### src/hdl/epc_pkg.sv
// ----------------------------------------------------------------------------
// Ethernet packet classifier package
// Shared types, header constants and register codes for the classifier.
// ----------------------------------------------------------------------------
`timescale 1ns / 1ps

package epc_pkg;

   localparam int PKT_NUM_PORTS = 16;
   localparam int PORT_W        = 4;
   localparam int MASK_W        = 16;

   // Byte offsets within the frame, counted from the destination address.
   localparam logic [15:0] OFS_ETYPE_HI  = 16'd12;
   localparam logic [15:0] OFS_ETYPE_LO  = 16'd13;
   localparam logic [15:0] OFS_ARP_0     = 16'd14;
   localparam logic [15:0] OFS_ARP_1     = 16'd15;
   localparam logic [15:0] OFS_ARP_2     = 16'd16;
   localparam logic [15:0] OFS_ARP_3     = 16'd17;
   localparam logic [15:0] OFS_ARP_4     = 16'd18;
   localparam logic [15:0] OFS_ARP_5     = 16'd19;
   localparam logic [15:0] OFS_NEXT_HDR  = 16'd20;
   localparam logic [15:0] OFS_ICMP_TYPE = 16'd54;

   // Minimum byte counts for each captured field to be meaningful.
   localparam logic [15:0] ETH_HDR_LEN   = 16'd14;
   localparam logic [15:0] MIN_LEN_ARP   = 16'd20;
   localparam logic [15:0] MIN_LEN_NH    = 16'd21;
   localparam logic [15:0] MIN_LEN_ICMP  = 16'd55;
   localparam logic [15:0] COUNT_MAX     = 16'hFFFF;

   localparam logic [15:0] ETHERTYPE_IPV4 = 16'h0800;
   localparam logic [15:0] ETHERTYPE_IPV6 = 16'h86DD;
   // Hardware type Ethernet, protocol IPv4, address lengths 6 and 4.
   localparam logic [47:0] ARP_ETHER_IPV4 = 48'h0001_0800_0604;
   localparam logic [7:0]  PROTO_IPIP     = 8'd4;
   localparam logic [7:0]  PROTO_IPV6     = 8'd41;
   localparam logic [7:0]  PROTO_ICMPV6   = 8'd58;
   localparam logic [7:0]  ND_ROUTER_SOL  = 8'd133;
   localparam logic [7:0]  ND_NEIGH_SOL   = 8'd135;

   typedef enum logic [2:0] {
      VERDICT_DROP     = 3'd0,
      VERDICT_ARP      = 3'd1,
      VERDICT_ND       = 3'd2,
      VERDICT_CT       = 3'd3,
      VERDICT_DECAP    = 3'd4,
      VERDICT_TRANSMIT = 3'd5
   } verdict_type;

   typedef enum logic [1:0] {
      L3_NONE  = 2'd0,
      L3_IPV4  = 2'd1,
      L3_IPV6  = 2'd2,
      L3_OTHER = 2'd3
   } l3_kind_type;

   typedef enum logic [2:0] {
      REG_VALID_MASK  = 3'd0,
      REG_PHYS_MASK   = 3'd1,
      REG_PROXY_EN    = 3'd2,
      REG_SECOND_PF   = 3'd3,
      REG_PROXY_PORT  = 3'd4
   } reg_index_type;

   typedef struct packed {
      logic [MASK_W-1:0] valid_mask;
      logic [MASK_W-1:0] phys_mask;
      logic              proxy_en;
      logic [PORT_W-1:0] second_pf;
      logic [PORT_W-1:0] proxy_port;
   } cfg_type;

   typedef struct packed {
      logic [15:0]       count;
      logic [PORT_W-1:0] port;
      logic              l2_eth;
      l3_kind_type       l3;
      logic [15:0]       eth_proto;
      logic [47:0]       arp;
      logic [7:0]        next_hdr;
      logic [7:0]        icmp_type;
   } hdr_type;

   typedef struct packed {
      verdict_type       verdict;
      logic [PORT_W-1:0] tx_port;
      logic [15:0]       inner_l3_type;
      logic [15:0]       outer_l3_type;
      logic [15:0]       payload_length;
   } rsp_type;

endpackage

### src/hdl/epc_hdr_capture.sv
// ----------------------------------------------------------------------------
// Header capture
// Counts packet bytes and keeps the ethertype, ARP, next header and ICMPv6
// type bytes. Presents the header state as it stands after the current byte.
// ----------------------------------------------------------------------------
`timescale 1ns / 1ps

module epc_hdr_capture
   import epc_pkg::*;
(
   input  logic              clock,
   input  logic              reset,
   input  logic              advance,
   input  logic [7:0]        data_byte,
   input  logic              first_byte,
   input  logic [PORT_W-1:0] rx_port,
   input  logic              l2_is_ethernet,
   input  l3_kind_type       l3_kind,
   output hdr_type           hdr_next
);

   hdr_type hdr_ff;
   hdr_type hdr_in;
   hdr_type hdr_base;

   always_comb begin
      hdr_base = hdr_ff;
      if (first_byte) begin
         hdr_base        = '0;
         hdr_base.port   = rx_port;
         hdr_base.l2_eth = l2_is_ethernet;
         hdr_base.l3     = l3_kind;
      end

      hdr_in = hdr_base;
      case (hdr_base.count)
         OFS_ETYPE_HI:  hdr_in.eth_proto[15:8]  = data_byte;
         OFS_ETYPE_LO:  hdr_in.eth_proto[7:0]   = data_byte;
         OFS_ARP_0:     hdr_in.arp[47:40]       = data_byte;
         OFS_ARP_1:     hdr_in.arp[39:32]       = data_byte;
         OFS_ARP_2:     hdr_in.arp[31:24]       = data_byte;
         OFS_ARP_3:     hdr_in.arp[23:16]       = data_byte;
         OFS_ARP_4:     hdr_in.arp[15:8]        = data_byte;
         OFS_ARP_5:     hdr_in.arp[7:0]         = data_byte;
         OFS_NEXT_HDR:  hdr_in.next_hdr         = data_byte;
         OFS_ICMP_TYPE: hdr_in.icmp_type        = data_byte;
         default: begin
         end
      endcase

      // The count saturates so that very long packets keep their verdict.
      if (hdr_base.count != COUNT_MAX) begin
         hdr_in.count = hdr_base.count + 16'd1;
      end
   end

   always_ff @(posedge clock) begin
      if (reset) begin
         hdr_ff <= '0;
      end else if (advance) begin
         hdr_ff <= hdr_in;
      end
   end

   assign hdr_next = hdr_in;

endmodule

### src/hdl/epc_decide.sv
// ----------------------------------------------------------------------------
// Verdict decision
// Turns the captured header state, the port masks and the proxy settings
// into one verdict with its port, L3 types and payload length.
// ----------------------------------------------------------------------------
`timescale 1ns / 1ps

module epc_decide
   import epc_pkg::*;
#(
   parameter int NUM_PORTS = PKT_NUM_PORTS
)
(
   input  hdr_type hdr,
   input  cfg_type cfg,
   output rsp_type result
);

   logic        port_exists;
   logic        port_valid;
   logic        port_phys;
   logic        has_etype;
   logic [15:0] etype_eff;
   logic        nd_seen;
   rsp_type     base;

   always_comb begin
      port_exists = (32'(hdr.port) < NUM_PORTS);
      port_valid  = port_exists && cfg.valid_mask[hdr.port];
      port_phys   = port_exists && cfg.phys_mask[hdr.port];
      has_etype   = (hdr.count >= ETH_HDR_LEN);
      etype_eff   = has_etype ? hdr.eth_proto : 16'd0;
      nd_seen     = (hdr.count >= MIN_LEN_ICMP) && (hdr.next_hdr == PROTO_ICMPV6) &&
                    ((hdr.icmp_type == ND_NEIGH_SOL) || (hdr.icmp_type == ND_ROUTER_SOL));

      base = '0;
      base.verdict = VERDICT_DROP;
      if (hdr.l2_eth) begin
         case (hdr.l3)
            L3_NONE: begin
               if ((hdr.count >= MIN_LEN_ARP) && (hdr.arp == ARP_ETHER_IPV4)) begin
                  base.verdict = VERDICT_ARP;
               end
            end
            L3_IPV4: begin
               if (port_valid && !port_phys) begin
                  base.verdict        = VERDICT_CT;
                  base.inner_l3_type  = etype_eff;
                  base.payload_length = has_etype ? hdr.count - ETH_HDR_LEN : 16'd0;
               end
            end
            L3_IPV6: begin
               if (port_valid && port_phys) begin
                  // Tunnel traffic arrives on physical ports only.
                  if (!nd_seen && (hdr.count >= MIN_LEN_NH)) begin
                     if (hdr.next_hdr == PROTO_IPIP) begin
                        base.verdict       = VERDICT_DECAP;
                        base.inner_l3_type = ETHERTYPE_IPV4;
                        base.outer_l3_type = etype_eff;
                     end else if (hdr.next_hdr == PROTO_IPV6) begin
                        base.verdict       = VERDICT_DECAP;
                        base.inner_l3_type = ETHERTYPE_IPV6;
                        base.outer_l3_type = etype_eff;
                     end
                  end
               end else if (port_valid) begin
                  if (nd_seen) begin
                     base.verdict = VERDICT_ND;
                  end else begin
                     base.verdict       = VERDICT_CT;
                     base.inner_l3_type = etype_eff;
                  end
               end
            end
            default: begin
            end
         endcase
      end

      result = base;
      if (cfg.proxy_en && (hdr.port == cfg.proxy_port)) begin
         result         = '0;
         result.verdict = VERDICT_TRANSMIT;
         result.tx_port = cfg.second_pf;
      end else if (cfg.proxy_en && (base.verdict == VERDICT_DROP) &&
                   (hdr.port == cfg.second_pf)) begin
         result         = '0;
         result.verdict = VERDICT_TRANSMIT;
         result.tx_port = cfg.proxy_port;
      end
   end

endmodule

### src/hdl/ethernet_packet_classifier.sv
// ----------------------------------------------------------------------------
// Ethernet packet classifier
// A packet's last byte passes the input register, then its verdict goes to the
// result register for rsp. The single-pass header capture between them takes
// one byte per cycle; a last byte waits while rsp holds an untaken verdict.
// Reset clears the header state, the configuration and both valid flags.
// ----------------------------------------------------------------------------
`timescale 1ns / 1ps

module ethernet_packet_classifier
   import epc_pkg::*;
#(
   parameter int NUM_PORTS = PKT_NUM_PORTS
)
(
   input  logic        clock,
   input  logic        reset,

   input  logic        req_tvalid,
   output logic        req_tready,
   input  logic [7:0]  req_tdata,   // [7:0] data_byte
   input  logic        req_tlast,   // last_byte
   input  logic [7:0]  req_tuser,   // [0] first_byte, [4:1] rx_port,
                                    // [5] l2_is_ethernet, [7:6] l3_kind

   output logic        rsp_tvalid,
   input  logic        rsp_tready,
   output logic [55:0] rsp_tdata,   // [3:0] tx_port, [19:4] inner_l3_type,
                                    // [35:20] outer_l3_type, [51:36] payload_length
   output logic [2:0]  rsp_tuser,   // [2:0] verdict

   input  logic        csr_psel,
   input  logic        csr_penable,
   input  logic        csr_pwrite,
   input  logic [4:0]  csr_paddr,
   input  logic [31:0] csr_pwdata,
   output logic [31:0] csr_prdata,
   output logic        csr_pready
);

   // Input register
   logic              in_valid_ff;
   logic [7:0]        in_data_ff;
   logic              in_first_ff;
   logic              in_last_ff;
   logic [PORT_W-1:0] in_port_ff;
   logic              in_l2_ff;
   l3_kind_type       in_l3_ff;

   // Result register
   logic              rsp_valid_ff;
   rsp_type           rsp_ff;

   cfg_type           cfg_ff;
   reg_index_type     reg_sel;
   logic              cfg_write;

   logic              out_free;
   logic              advance;
   hdr_type           hdr_next;
   rsp_type           result;

   // Bytes that end no packet never wait on the result side.
   assign out_free   = !rsp_valid_ff || rsp_tready;
   assign advance    = in_valid_ff && (!in_last_ff || out_free);
   assign req_tready = !in_valid_ff || advance;

   always_ff @(posedge clock) begin
      if (reset) begin
         in_valid_ff <= 1'b0;
      end else if (req_tready) begin
         in_valid_ff <= req_tvalid;
      end
   end

   always_ff @(posedge clock) begin
      if (req_tready && req_tvalid) begin
         in_data_ff  <= req_tdata;
         in_first_ff <= req_tuser[0];
         in_last_ff  <= req_tlast;
         in_port_ff  <= req_tuser[4:1];
         in_l2_ff    <= req_tuser[5];
         in_l3_ff    <= l3_kind_type'(req_tuser[7:6]);
      end
   end

   epc_hdr_capture u_capture (
      .clock          (clock),
      .reset          (reset),
      .advance        (advance),
      .data_byte      (in_data_ff),
      .first_byte     (in_first_ff),
      .rx_port        (in_port_ff),
      .l2_is_ethernet (in_l2_ff),
      .l3_kind        (in_l3_ff),
      .hdr_next       (hdr_next)
   );

   epc_decide #(
      .NUM_PORTS (NUM_PORTS)
   ) u_decide (
      .hdr    (hdr_next),
      .cfg    (cfg_ff),
      .result (result)
   );

   always_ff @(posedge clock) begin
      if (reset) begin
         rsp_valid_ff <= 1'b0;
      end else if (advance && in_last_ff) begin
         rsp_valid_ff <= 1'b1;
      end else if (rsp_tready) begin
         rsp_valid_ff <= 1'b0;
      end
   end

   always_ff @(posedge clock) begin
      if (advance && in_last_ff) begin
         rsp_ff <= result;
      end
   end

   assign rsp_tvalid = rsp_valid_ff;
   assign rsp_tuser  = rsp_ff.verdict;
   assign rsp_tdata  = {4'd0, rsp_ff.payload_length, rsp_ff.outer_l3_type,
                        rsp_ff.inner_l3_type, rsp_ff.tx_port};

   // Configuration registers
   assign csr_pready = 1'b1;
   assign reg_sel    = reg_index_type'(csr_paddr[4:2]);
   assign cfg_write  = csr_psel && csr_penable && csr_pwrite && csr_pready;

   always_ff @(posedge clock) begin
      if (reset) begin
         cfg_ff <= '0;
      end else if (cfg_write) begin
         case (reg_sel)
            REG_VALID_MASK: cfg_ff.valid_mask <= csr_pwdata[MASK_W-1:0];
            REG_PHYS_MASK:  cfg_ff.phys_mask  <= csr_pwdata[MASK_W-1:0];
            REG_PROXY_EN:   cfg_ff.proxy_en   <= csr_pwdata[0];
            REG_SECOND_PF:  cfg_ff.second_pf  <= csr_pwdata[PORT_W-1:0];
            REG_PROXY_PORT: cfg_ff.proxy_port <= csr_pwdata[PORT_W-1:0];
            default: begin
            end
         endcase
      end
   end

   always_comb begin
      case (reg_sel)
         REG_VALID_MASK: csr_prdata = 32'(cfg_ff.valid_mask);
         REG_PHYS_MASK:  csr_prdata = 32'(cfg_ff.phys_mask);
         REG_PROXY_EN:   csr_prdata = 32'(cfg_ff.proxy_en);
         REG_SECOND_PF:  csr_prdata = 32'(cfg_ff.second_pf);
         REG_PROXY_PORT: csr_prdata = 32'(cfg_ff.proxy_port);
         default:        csr_prdata = 32'd0;
      endcase
   end

   // A result only appears after the last byte of a packet went through.
   assert property (@(posedge clock) disable iff (reset)
      $rose(rsp_valid_ff) |-> $past(advance && in_last_ff))
      else $error("result raised without a last byte");

   // A target port is reported only with a transmit verdict.
   assert property (@(posedge clock) disable iff (reset)
      rsp_valid_ff && (rsp_ff.verdict != VERDICT_TRANSMIT) |-> (rsp_ff.tx_port == '0))
      else $error("tx_port set on a non-transmit verdict");

   // Payload length is reported only for connection tracking.
   assert property (@(posedge clock) disable iff (reset)
      rsp_valid_ff && (rsp_ff.verdict != VERDICT_CT) |-> (rsp_ff.payload_length == 16'd0))
      else $error("payload length set on a non-conntrack verdict");

endmodule
### config.mk
export PLATFORM = sky130hd
export DESIGN_NAME = ethernet_packet_classifier
export DESIGN_NICKNAME = d
export VERILOG_FILES = /design/src/hdl/epc_pkg.sv /design/src/hdl/epc_hdr_capture.sv /design/src/hdl/epc_decide.sv /design/src/hdl/ethernet_packet_classifier.sv
export SDC_FILE = /design/constraint.sdc
export NUM_CORES = 1
export LEC_CHECK = 0
export BUFFER_PORTS_ARGS = -buffer_cell sky130_fd_sc_hd__clkbuf_2
export CORE_ASPECT_RATIO = 2
export CORE_MARGIN = 3
export CORE_UTILIZATION = 23
export CTS_CLUSTER_DIAMETER = 40
export CTS_CLUSTER_SIZE = 14
export DETAILED_ROUTE_END_ITERATION = 12
export PLACE_DENSITY = 0.42
export SYNTH_ARGS = -nofsm -noshare
export SYNTH_HDL_FRONTEND = slang
export SYNTH_SLANG_ARGS = --single-unit
### constraint.sdc
create_clock -name clock -period 3.83 [get_ports clock]
set_input_delay 0.766 -clock clock [delete_from_list [all_inputs] [get_ports clock]]
set_output_delay 0.766 -clock clock [all_outputs]
set_load 0.005 [all_outputs]
After elaboration in Yosys (flattened, before gate mapping)
Index checks and enable logic that the tools add are counted.

Equality and inequality tests: 25. Bitwise operators: 7. Add/sub/neg operators: 2. $lt $le $gt $ge: 5. Reduce and logical (&&, ||, !) cells: 36. Multiplexer cells: 46.

Operator list (count): $mux 16 (11); $mux 52 (2); $mux 103 (1); $mux 32 (3); $eq 16x5->1 const B (5); $mux 8 (10); $pmux 16 s5 (1); $eq 16x4->1 const B (4); $eq 48x33->1 const B (1); $mux 48 (1); $ge 16x5->1 const B (2); $pmux 16 s2 (1); $add 16x1->16 const B (1); $eq 16x6->1 const B (1); $eq 8x6->1 const B (2); $eq 8x8->1 const B (2); $ge 16x4->1 const B (1); $ge 16x6->1 const B (1); $ne 16x16->1 const B (1); $sub 16x4->16 const B (1); $mux 3 (5); $logic_and 1x1->1 (14); $reduce_or 6->1 (2); $reduce_and 2->1 (5); 20 further kinds (43).

Bits of input ports: 61. Register bits: 218. Output and inout bits: 94. Word-level logic and storage cells: 147.

Depth between registers and ports, before layout
Gate-level depths: netlist of run 1.

Word-level depth: 17. Depth in mapped cells: 19. Gate-level depth less buffers: 15.

Modules after synthesis
Synthesis of run 1 repeated with hierarchy kept, for this count alone.

Cell total of the unflattened synthesis: 1382. Area total of the unflattened synthesis: 12829.8 um^2.

By module, submodules not included: epc_hdr_capture (area each 6473.7 um^2, instances 1, seq. area each 2062.0 um^2, cells an instance 847); ethernet_packet_classifier (area each 4484.3 um^2, instances 1, seq. area each 3022.9 um^2, cells an instance 313); epc_decide (area each 1871.8 um^2, instances 1, seq. area each 0.0 um^2, cells an instance 222).

Least setup slack after synthesis of run 1
No wires, ideal clock.

Path type: flip-flop to flip-flop. From: register in_first_ff. To: register rsp_ff (netlist bit rsp_tuser[2]), data pin. Library setup time: 0.262 ns. Period minus slack after synthesis: 4.238 ns. Arrival: 3.976 ns. Setup slack: -0.408 ns. Buffers on the path: 6. Stages on the path, launching flop included: 17. Data required time: 3.568 ns. Cells stage by stage: edfxtp_1 -> buf_2 -> buf_1 -> buf_2 -> buf_1 -> clkbuf_1 -> clkbuf_1 -> mux2i_1 -> inv_1 -> ha_1 -> nor2_1 -> o2111ai_1 -> nor4_1 -> nand4_1 -> o221ai_4 -> o21ai_4 -> or2_2.

RTL lines: from (decl) (RTL line ethernet_packet_classifier.sv:44) `logic in_first_ff;`; from (signal assigned) (RTL line ethernet_packet_classifier.sv:79) `in_first_ff <= req_tuser[0];`; to (signal assigned) (RTL line ethernet_packet_classifier.sv:119) `rsp_ff <= result;`; to (decl) (RTL line ethernet_packet_classifier.sv:52) `rsp_type rsp_ff;`.

Worst setup path in the final report of run 1
From: register in_first_ff. To: register rsp_ff (netlist bit rsp_tdata[17]), data pin.

Cells in the longest elaborated chain, start to end: 16. Elaborated cells between the ends (all ways): 74. Those cells by class: 1 x add/sub; 4 x order compare; 20 x eq/ne; 33 x mux; 1 x bitwise; 15 x reduce/logical.

RTL lines: $mux 103 (*) (RTL line epc_hdr_capture.sv:28) `if (first_byte) begin`; $add 16x1->16, or another cell as far along (RTL line epc_hdr_capture.sv:53) `hdr_in.count = hdr_base.count + 16'd1;`; $mux 16 / $mux 8 (equally long branches) (RTL line epc_hdr_capture.sv:52, epc_hdr_capture.sv:36); $ge 16x6->1, or another cell as far along (RTL line epc_decide.sv:33) `nd_seen = (hdr.count >= MIN_LEN_ICMP) && (hdr.next_hdr == PROTO_ICMPV6) &&`; $logic_and 1x1->1 / $logic_or 1x1->1 (equally long branches) (RTL line epc_decide.sv:33, epc_decide.sv:34); $logic_and 1x1->1 (RTL line epc_decide.sv:33); $logic_not 1->1 (RTL line epc_decide.sv:55) `if (!nd_seen && (hdr.count >= MIN_LEN_NH)) begin`; $logic_and 1x1->1 (RTL line epc_decide.sv:55); $mux 3 (RTL line epc_decide.sv:55); $mux 3 (RTL line epc_decide.sv:53) `if (port_valid && port_phys) begin`; $pmux 3 s3 (RTL line epc_decide.sv:39) `case (hdr.l3)`; $mux 3 (RTL line epc_decide.sv:38) `if (hdr.l2_eth) begin`; $logic_not 3->1 (RTL line epc_decide.sv:85) `end else if (cfg.proxy_en && (base.verdict == VERDICT_DROP) &&`; $logic_and 1x1->1 (2 in a row) (RTL line epc_decide.sv:85); $reduce_or 3->1 (no line).

Mark *: on every way between the ends. The rest lies on a longest branch, timed or not. The select of a mux whose other input is x is not followed. A chain may end at the register's enable or synchronous reset.

==> impl_results.md, run 1 <==
- First-pass GRT wire length: 57,100 um
- Source-to-sink clock delay at the later pin of the worst-skew pair: 0.57 ns
- Clock buffer count from CTS: 28
- Startpoint of the worst register-to-register path: in_first_ff
- TNS Setup: 0 ns
- Type of the worst setup path: reg -> reg
- Final critical-path share of the clock period: 95.0%
- Worst path setup slack after routing: 0.192 ns
- Post-synth EDFFs: 72
- Half-perimeter wire length after placement: 27,100 um
- Count of final max-slew check failures: 0
- Warning count from the yosys run: 0
- Number of nets in the finished design: 1,462
- Post-Syn Area: 0.0111 sq mm
- Die extent in x: 161 um
- Maximum achievable frequency: 0.275 GHz
- Per-cell via count in the routed design: 4.71
- Vert. Die Dim: 317 um
- Worst reg2reg setup slack: 0.19 ns
- First DRT Iteration DRCs: 452
- Layout cell share with drive strength beyond 1: 23.3%
- Top-Level Pins: 155
- Distinct cells, synth: 80
- Status: completed
- Max-slew headroom: 38.8%
- Dominant cell by count in the synthesized netlist: sky130_fd_sc_hd__nor2_1
- Most numerous cell types in the synthesized netlist: sky130_fd_sc_hd__nor2_1 (182), sky130_fd_sc_hd__nand2_1 (152), sky130_fd_sc_hd__dfxtp_1 (145)
- CTS tree: done
- Portion of synthesized cell area occupied by the leading cell type: 26.2%
- Critical Path Sink Type: register
- Core occupancy in the finished layout: 29.0%
- Period minus WS final: 3.64 ns
- Kind of path behind the tightest hold check: in -> reg
- Count of endpoints failing setup in the final report: 0
- H-Tree Level Count: 1
- Avg Synthesized Cell Area: 8.94 sq um
- Post-route total power: 0.00545 W
- Final Hold Viols: 0
- Share of synthesized flip-flops with an asynchronous set or reset: 0%
- Clock-pin slew on the worst setup and hold paths: 0.06 ns
- Total routing resource utilization after global routing: 14.2%
- Post-Route WL: 36,900 um
- Routability congestion estimate: 0.822
- Clk Tree Root Cell: sky130_fd_sc_hd__clkbuf_16
- Worst slew pin tran: 0.918 ns
- Deepest clock path buffer count: 3
- Antenna-violating nets left: 0
- Buffers added on ports: 115
- Final hold slack: 0.380 ns
- Pre-Repair DR Iteration Count: 6
- Reg2Reg Depth: 11
- Post-synthesis to final-layout area growth: 24.7%
- Peak supply drop: 299 uV
- Startpoint type of the worst setup path: register
- Number of hold buffers added after CTS: 0
- Final routed wire length divided by cell count: 18.0 um
- Maximum net fanout on the critical path: 26
- Placeable core region: 0.0476 sq mm
- Clock Skews: 0.0260 ns
- Library cell with the largest summed area after synthesis: sky130_fd_sc_hd__dfxtp_1
- Antenna violations before repair: 0
- Total congestion overflow after global routing: 0
- Arrival @ worst endpoint: 3.93 ns
- Worst EP required: 4.13 ns
- Pin count of the biggest net entering global routing: 87
- Number of clock sinks: 217
- Number of inserted diodes: 0
- Setup WS pre-CTS: 0.0225 ns
- Sequential-to-total area share from yosys stat: 45.7%
- Number of vias after detailed routing: 9,640
- R2r endpoint: rsp_tdata[17]
- Gate count after technology mapping: 1,240
- Worst setup path startpoint: in_first_ff
- # rows: 113
- Count of unresolved DRC violations after routing: 0
- Number of flip-flops and latches in the synthesized netlist: 217
- Top post-synthesis cells by area: sky130_fd_sc_hd__dfxtp_1 (26%), sky130_fd_sc_hd__edfxtp_1 (19%), sky130_fd_sc_hd__nor2_1 (6.2%), sky130_fd_sc_hd__a22oi_1 (5.6%), sky130_fd_sc_hd__nand2_1 (5.1%)
- Vias in the first global route: 9,837
- Power density over the cells: 394 mW/mm^2
- Primary flip-flop cell chosen by synthesis mapping: sky130_fd_sc_hd__dfxtp_1
- Number of fill cells in the layout: 5,190
- Lkg Pwr: 5.16 nW
- Die area: 0.0511 sq mm
- Capturing instance or port of the critical path: rsp_tdata[17]
- Number of max-capacitance violations reported: 0
- Initial Utilization: 23.3%
[cell usage in the layout (no fill, tap or decap), types with 27 or more instances in the layout]
cell and count:
sky130_fd_sc_hd__a21oi_1 77, sky130_fd_sc_hd__a22oi_1 83, sky130_fd_sc_hd__buf_4 93, sky130_fd_sc_hd__clkbuf_16 29
sky130_fd_sc_hd__clkbuf_2 114, sky130_fd_sc_hd__dfxtp_1 145, sky130_fd_sc_hd__edfxtp_1 72, sky130_fd_sc_hd__mux2i_1 45
sky130_fd_sc_hd__nand2_1 152, sky130_fd_sc_hd__nor2_1 182, sky130_fd_sc_hd__nor3b_1 27
[power breakdown]
part | total, W | switching (W) | internal (W)
sequential | 0.00242 | 0.0000223 | 0.00240
combinational | 0.000413 | 0.000278 | 0.000135
clock | 0.00261 | 0.00112 | 0.00149
total | 0.00545 | 0.00142 | 0.00403
[timing repair]
item / in CTS / in global routing
endpoints found under the setup margin: 15 / 47
pin swaps: 2 / 7
gates cloned: 0 / 0
resized for setup: 1 / 15
setup buffers: 1 / 5
[state kept, by name, summed over array words and instances, names as in the netlist]
signal / flops
in_port_ff: 4
cfg_ff: 41
in_l2_ff: 1
in_l3_ff: 2
u_capture.hdr_ff: 102
in_valid_ff: 1
in_first_ff: 1
in_data_ff: 8
rsp_tvalid: 1
rsp_tdata: 52
rsp_tuser: 3
in_last_ff: 1
[how the worst min path moves through the flow]
stage / slack, ns / end / cells past startpoint / start
finish: 0.38 / in_last_ff / 1 / req_tlast
global route: 0.36 / in_last_ff / 1 / req_tlast
CTS: 0.34 / in_last_ff / 1 / req_tlast
detailed placement: 0.46 / cfg_ff[12] / 2 / cfg_ff[12]
global placement: 0.46 / cfg_ff[31] / 2 / cfg_ff[31]
floorplan: 0.45 / cfg_ff[9] / 2 / cfg_ff[9]
[critical path: stages, from the launching register on]
cell and delay [ns]:
sky130_fd_sc_hd__edfxtp_1 0.40, sky130_fd_sc_hd__buf_4 0.26, sky130_fd_sc_hd__nand4b_4 0.27, sky130_fd_sc_hd__nor3_2 0.24, sky130_fd_sc_hd__and3_1 0.23, sky130_fd_sc_hd__mux2_2 0.36
sky130_fd_sc_hd__or4b_4 0.58, sky130_fd_sc_hd__nor3_4 0.33, sky130_fd_sc_hd__nor3_4 0.12, sky130_fd_sc_hd__buf_4 0.18, sky130_fd_sc_hd__o211ai_4 0.29, sky130_fd_sc_hd__nor3b_1 0.09
[cells by family (layout without fill, tap and decap cells)]
group                      count (synthesis)  count (layout)  share of synthesized area [%]
xor gates and xnor gates                  22              22                           1.74
other                                      2              21                         0.0677
buffers and inverters                    130             285                           5.48
AOI/OAI and AO/OA                        259             259                           16.2
adders and majority gates                  9               9                           1.02
DFF                                      217             217                           45.7
and+or+nand+nor                          545             545                           24.7
muxes                                     56              56                           5.17
[metal layers]
layer	vias to the layer above	global-route usage (%)	routed length, um
li1	4715	-	-
met1	4646	14.1	13300
met2	211	29.3	21100
met3	68	1.63	1290
met4	0	5.27	1220
met5	-	0	0
[through the flow]
step,cells,cell area (sq um)
6_report,2046,13800
5_1_grt,2046,13800
4_1_cts,2041,13700
3_5_place_dp,1988,12800
3_3_place_gp,1988,12800
2_1_floorplan,1259,11200
[area by class of cell]
class | count | area [sq um] | area share (%)
Clock buffer | 31 | 743 | 5.37
Clock inverter | 21 | 178 | 1.28
Inverter | 19 | 71.3 | 0.516
Multi-Input combinational cell | 912 | 5590 | 40.4
Sequential cell | 217 | 5060 | 36.6
Tap cell | 632 | 791 | 5.72
Timing Repair Buffer | 214 | 1390 | 10.1
Note: power is estimated with default switching activity, not from simulation.
==> inputs of run 2 (changes only) <==
CORE_UTILIZATION = 52   (was 23)
PLACE_DENSITY = 0.78   (was 0.42)
clock period = 3.3 ns   (was 3.83 ns; I/O delays follow)
==> impl_results.md, run 2 (synthesized netlist as in run 1, its figures left out) <==
- Status: complete, but fails checks
- Violations in the final reports: setup timing
- Post-route total power: 0.00556 W (+2.1%)
- Count of final max-slew check failures: 0 (unchanged)
- Period minus WS final: 3.49 ns (-0.145 ns)
- H-Tree Level Count: 1 (unchanged)
- Number of inserted diodes: 0 (unchanged)
- Number of nets in the finished design: 1,516 (+3.7%)
- Most frequent standard cell in the layout excluding fill and tap cells: sky130_fd_sc_hd__nor2_1
- Vias in the first global route: 9,909 (+0.73%)
- Post-synthesis to final-layout area growth: 24.6% (about the same)
- Crit-path most repeated cell: sky130_fd_sc_hd__buf_4
- Worst EP required: 3.55 ns (-0.58 ns)
- Final Hold Viols: 0 (unchanged)
- First-pass GRT wire length: 48,700 um (-15%)
- First DRT Iteration DRCs: 565 (+25%)
- Power density over the cells: 403 mW/mm^2 (+2.1%)
- Largest register by flop count: u_capture.hdr_ff
- Max-slew headroom: 46.9% (+8.1 points)
- Number of max-capacitance violations reported: 0 (unchanged)
- Kind of path behind the tightest hold check: in -> reg
- Peak supply drop: 406 uV (+36%)
- Final hold slack: 0.318 ns (-0.0624 ns)
- Number of vias after detailed routing: 10,100 (+5.0%)
- Deepest clock path buffer count: 3 (unchanged)
- Hold path depth: 1 (unchanged)
- Maximum net fanout on the critical path: 8 (-69%)
- Source-to-sink clock delay at the later pin of the worst-skew pair: 0.52 ns (-0.05 ns)
- RSZ-0062 raised after global routing: true
- Clk Tree Root Cell: sky130_fd_sc_hd__clkbuf_16
- Count of endpoints failing setup in the final report: 52 (+52)
- Per-cell via count in the routed design: 5.85 (+24%)
- Startpoint of the worst register-to-register path: in_first_ff
- Cell breakdown of the critical path: inv_2 > nand2_4 > inv_4 > buf_4 > ha_1 > nor4bb_2 > nand4_1 > buf_4 > mux2_2 > nand4b_1 > o41ai_1 > nand4_1 > buf_4 > o221ai_4 > buf_4 > buf_4 > o211ai_4 > a21oi_1
- R2r endpoint: rsp_tdata[4]
- Number of flip-flops in the largest register: 102 (unchanged)
- Worst path setup slack after routing: -0.193 ns (-0.385 ns)
- Die extent in x: 109 um (-32%)
- Vert. Die Dim: 213 um (-33%)
- Most frequent cells in the layout: sky130_fd_sc_hd__nor2_1 (172), sky130_fd_sc_hd__nand2_1 (150), sky130_fd_sc_hd__buf_4 (146), sky130_fd_sc_hd__dfxtp_1 (145), sky130_fd_sc_hd__clkbuf_2 (114)
- # rows: 75 (-34%)
- Startpoint type of the worst setup path: register
- Final routed wire length divided by cell count: 17.7 um (-1.8%)
- Type of the worst setup path: reg -> reg
- Post-Route WL: 30,600 um (-17%)
- Number of hold buffers added after CTS: 0 (unchanged)
- Slowest-stage cell, CP: sky130_fd_sc_hd__edfxtp_1
- CTS tree: done
- Total congestion overflow after global routing: 0 (unchanged)
- Arrival @ worst endpoint: 3.74 ns (-0.19 ns)
- Maximum achievable frequency: 0.286 GHz (+4.1%)
- Count of unresolved DRC violations after routing: 0 (unchanged)
- Startpoint of the tightest hold check path: req_tuser[7]
- Placeable core region: 0.0210 sq mm (-56%)
- Worst setup path startpoint: in_first_ff
- Layout cell share with drive strength beyond 1: 28.2% (+4.9 points)
- Half-perimeter wire length after placement: 22,000 um (-19%)
- Clock Skews: 0.0149 ns (-0.0111 ns)
- Critical Path Sink Type: register
- Worst slew pin tran: 0.796 ns (-0.122 ns)
- Reg2Reg Depth: 18 (+7)
- Clock-pin slew on the worst setup and hold paths: 0.07 ns (about the same)
- Buffers added on ports: 115 (unchanged)
- Number of clock sinks: 217 (unchanged)
- Final critical-path share of the clock period: 106% (+11 points)
- Delay contributed by the slowest stage of the critical path: 0.42 ns (-0.16 ns)
- Antenna-violating nets left: 0 (unchanged)
- Pin count of the biggest net entering global routing: 78 (-10%)
- Worst reg2reg setup slack: -0.19 ns (-0.39 ns)
- Die area: 0.0232 sq mm (-55%)
- End point of the most critical hold path: in_l3_ff[1]
- Initial Utilization: 52.8% (+29 points)
- Antenna violations before repair: 0 (unchanged)
- Pre-Repair DR Iteration Count: 6 (unchanged)
- Routability congestion estimate: 0.929 (+13%)
- Total routing resource utilization after global routing: 26.3% (+12 points)
- Top-Level Pins: 155 (unchanged)
- Lkg Pwr: 5.38 nW (+4.2%)
- Clock buffer count from CTS: 21 (-25%)
==> run 2: layout make-up <==
| cell class | count | area, sq um |
|---|---|---|
| clock inverters | 6 | 51.3 |
| flip-flops and latches | 217 | 5060 |
| multi-input cells | 912 | 5830 |
| clock buffers | 32 | 567 |
| repair buffers | 275 | 1890 |
| inverters | 19 | 78.8 |
| fillers | 1756 | 7200 |
| well taps | 269 | 337 |
==> run 2: worst max path at each step <==
stage                     to  slack (ns)  cells after the start
2_1_floorplan  rsp_tdata[22]       -0.22                     17
3_3_place_gp   rsp_tdata[51]       -0.26                     14
3_5_place_dp    rsp_tdata[4]       -0.31                     16
4_1_cts        rsp_tdata[51]       -0.20                     17
5_1_grt         rsp_tdata[4]       -0.34                     18
6_report        rsp_tdata[4]       -0.19                     18
==> run 2: layer usage <==
metal  wire length [um]  part of all wire (%)  GRT usage [%]  up-vias
met5                  0                     0              0        -
li1                   -                     -              -     4832
met3               1710                   5.6           3.92      103
met2              16500                    54           49.3      369
met1              10800                    35           27.4     4822
met4               1600                   5.2           13.8        0
==> run 2: where the power goes <==
part	leakage (nW)	internal, W	switching [W]
clock network	0.300	0.00121	0.00104
registers	1.92	0.00279	0.0000277
logic	3.16	0.000186	0.000316
total	5.38	0.00418	0.00138
==> run 2: critical path: cells and delay by family (launching register included) <==
kind            cells  cell delay [ns]
compound gates      4             0.61
fa+ha+maj           1             0.17
buf+inv             7             1.00
flops               1             0.42
mux                 1             0.27
simple gates        5             0.75
==> run 2: metrics by stage <==
step / setup slack, ns / instance area [sq um] / cells / utilization [%] / TNS, ns
floorplan: -0.221 / 11300 / 1259 / - / -7.91
global placement: -0.263 / 12700 / 1669 / 60.6 / -12.21
detailed placement: -0.306 / 12700 / 1669 / 60.6 / -13.54
CTS: -0.198 / 13600 / 1721 / 64.9 / -7.64
global route: -0.341 / 13800 / 1730 / 65.8 / -15.82
finish: -0.193 / 13800 / 1730 / 65.8 / -6.69
==> run 2: what timing repair did <==
action / CTS / global route
pin swaps: 17 / 11
setup buffers: 13 / 9
gates cloned: 1 / 0
setup endpoints to repair: 54 / 54
gates resized for setup: 32 / 26
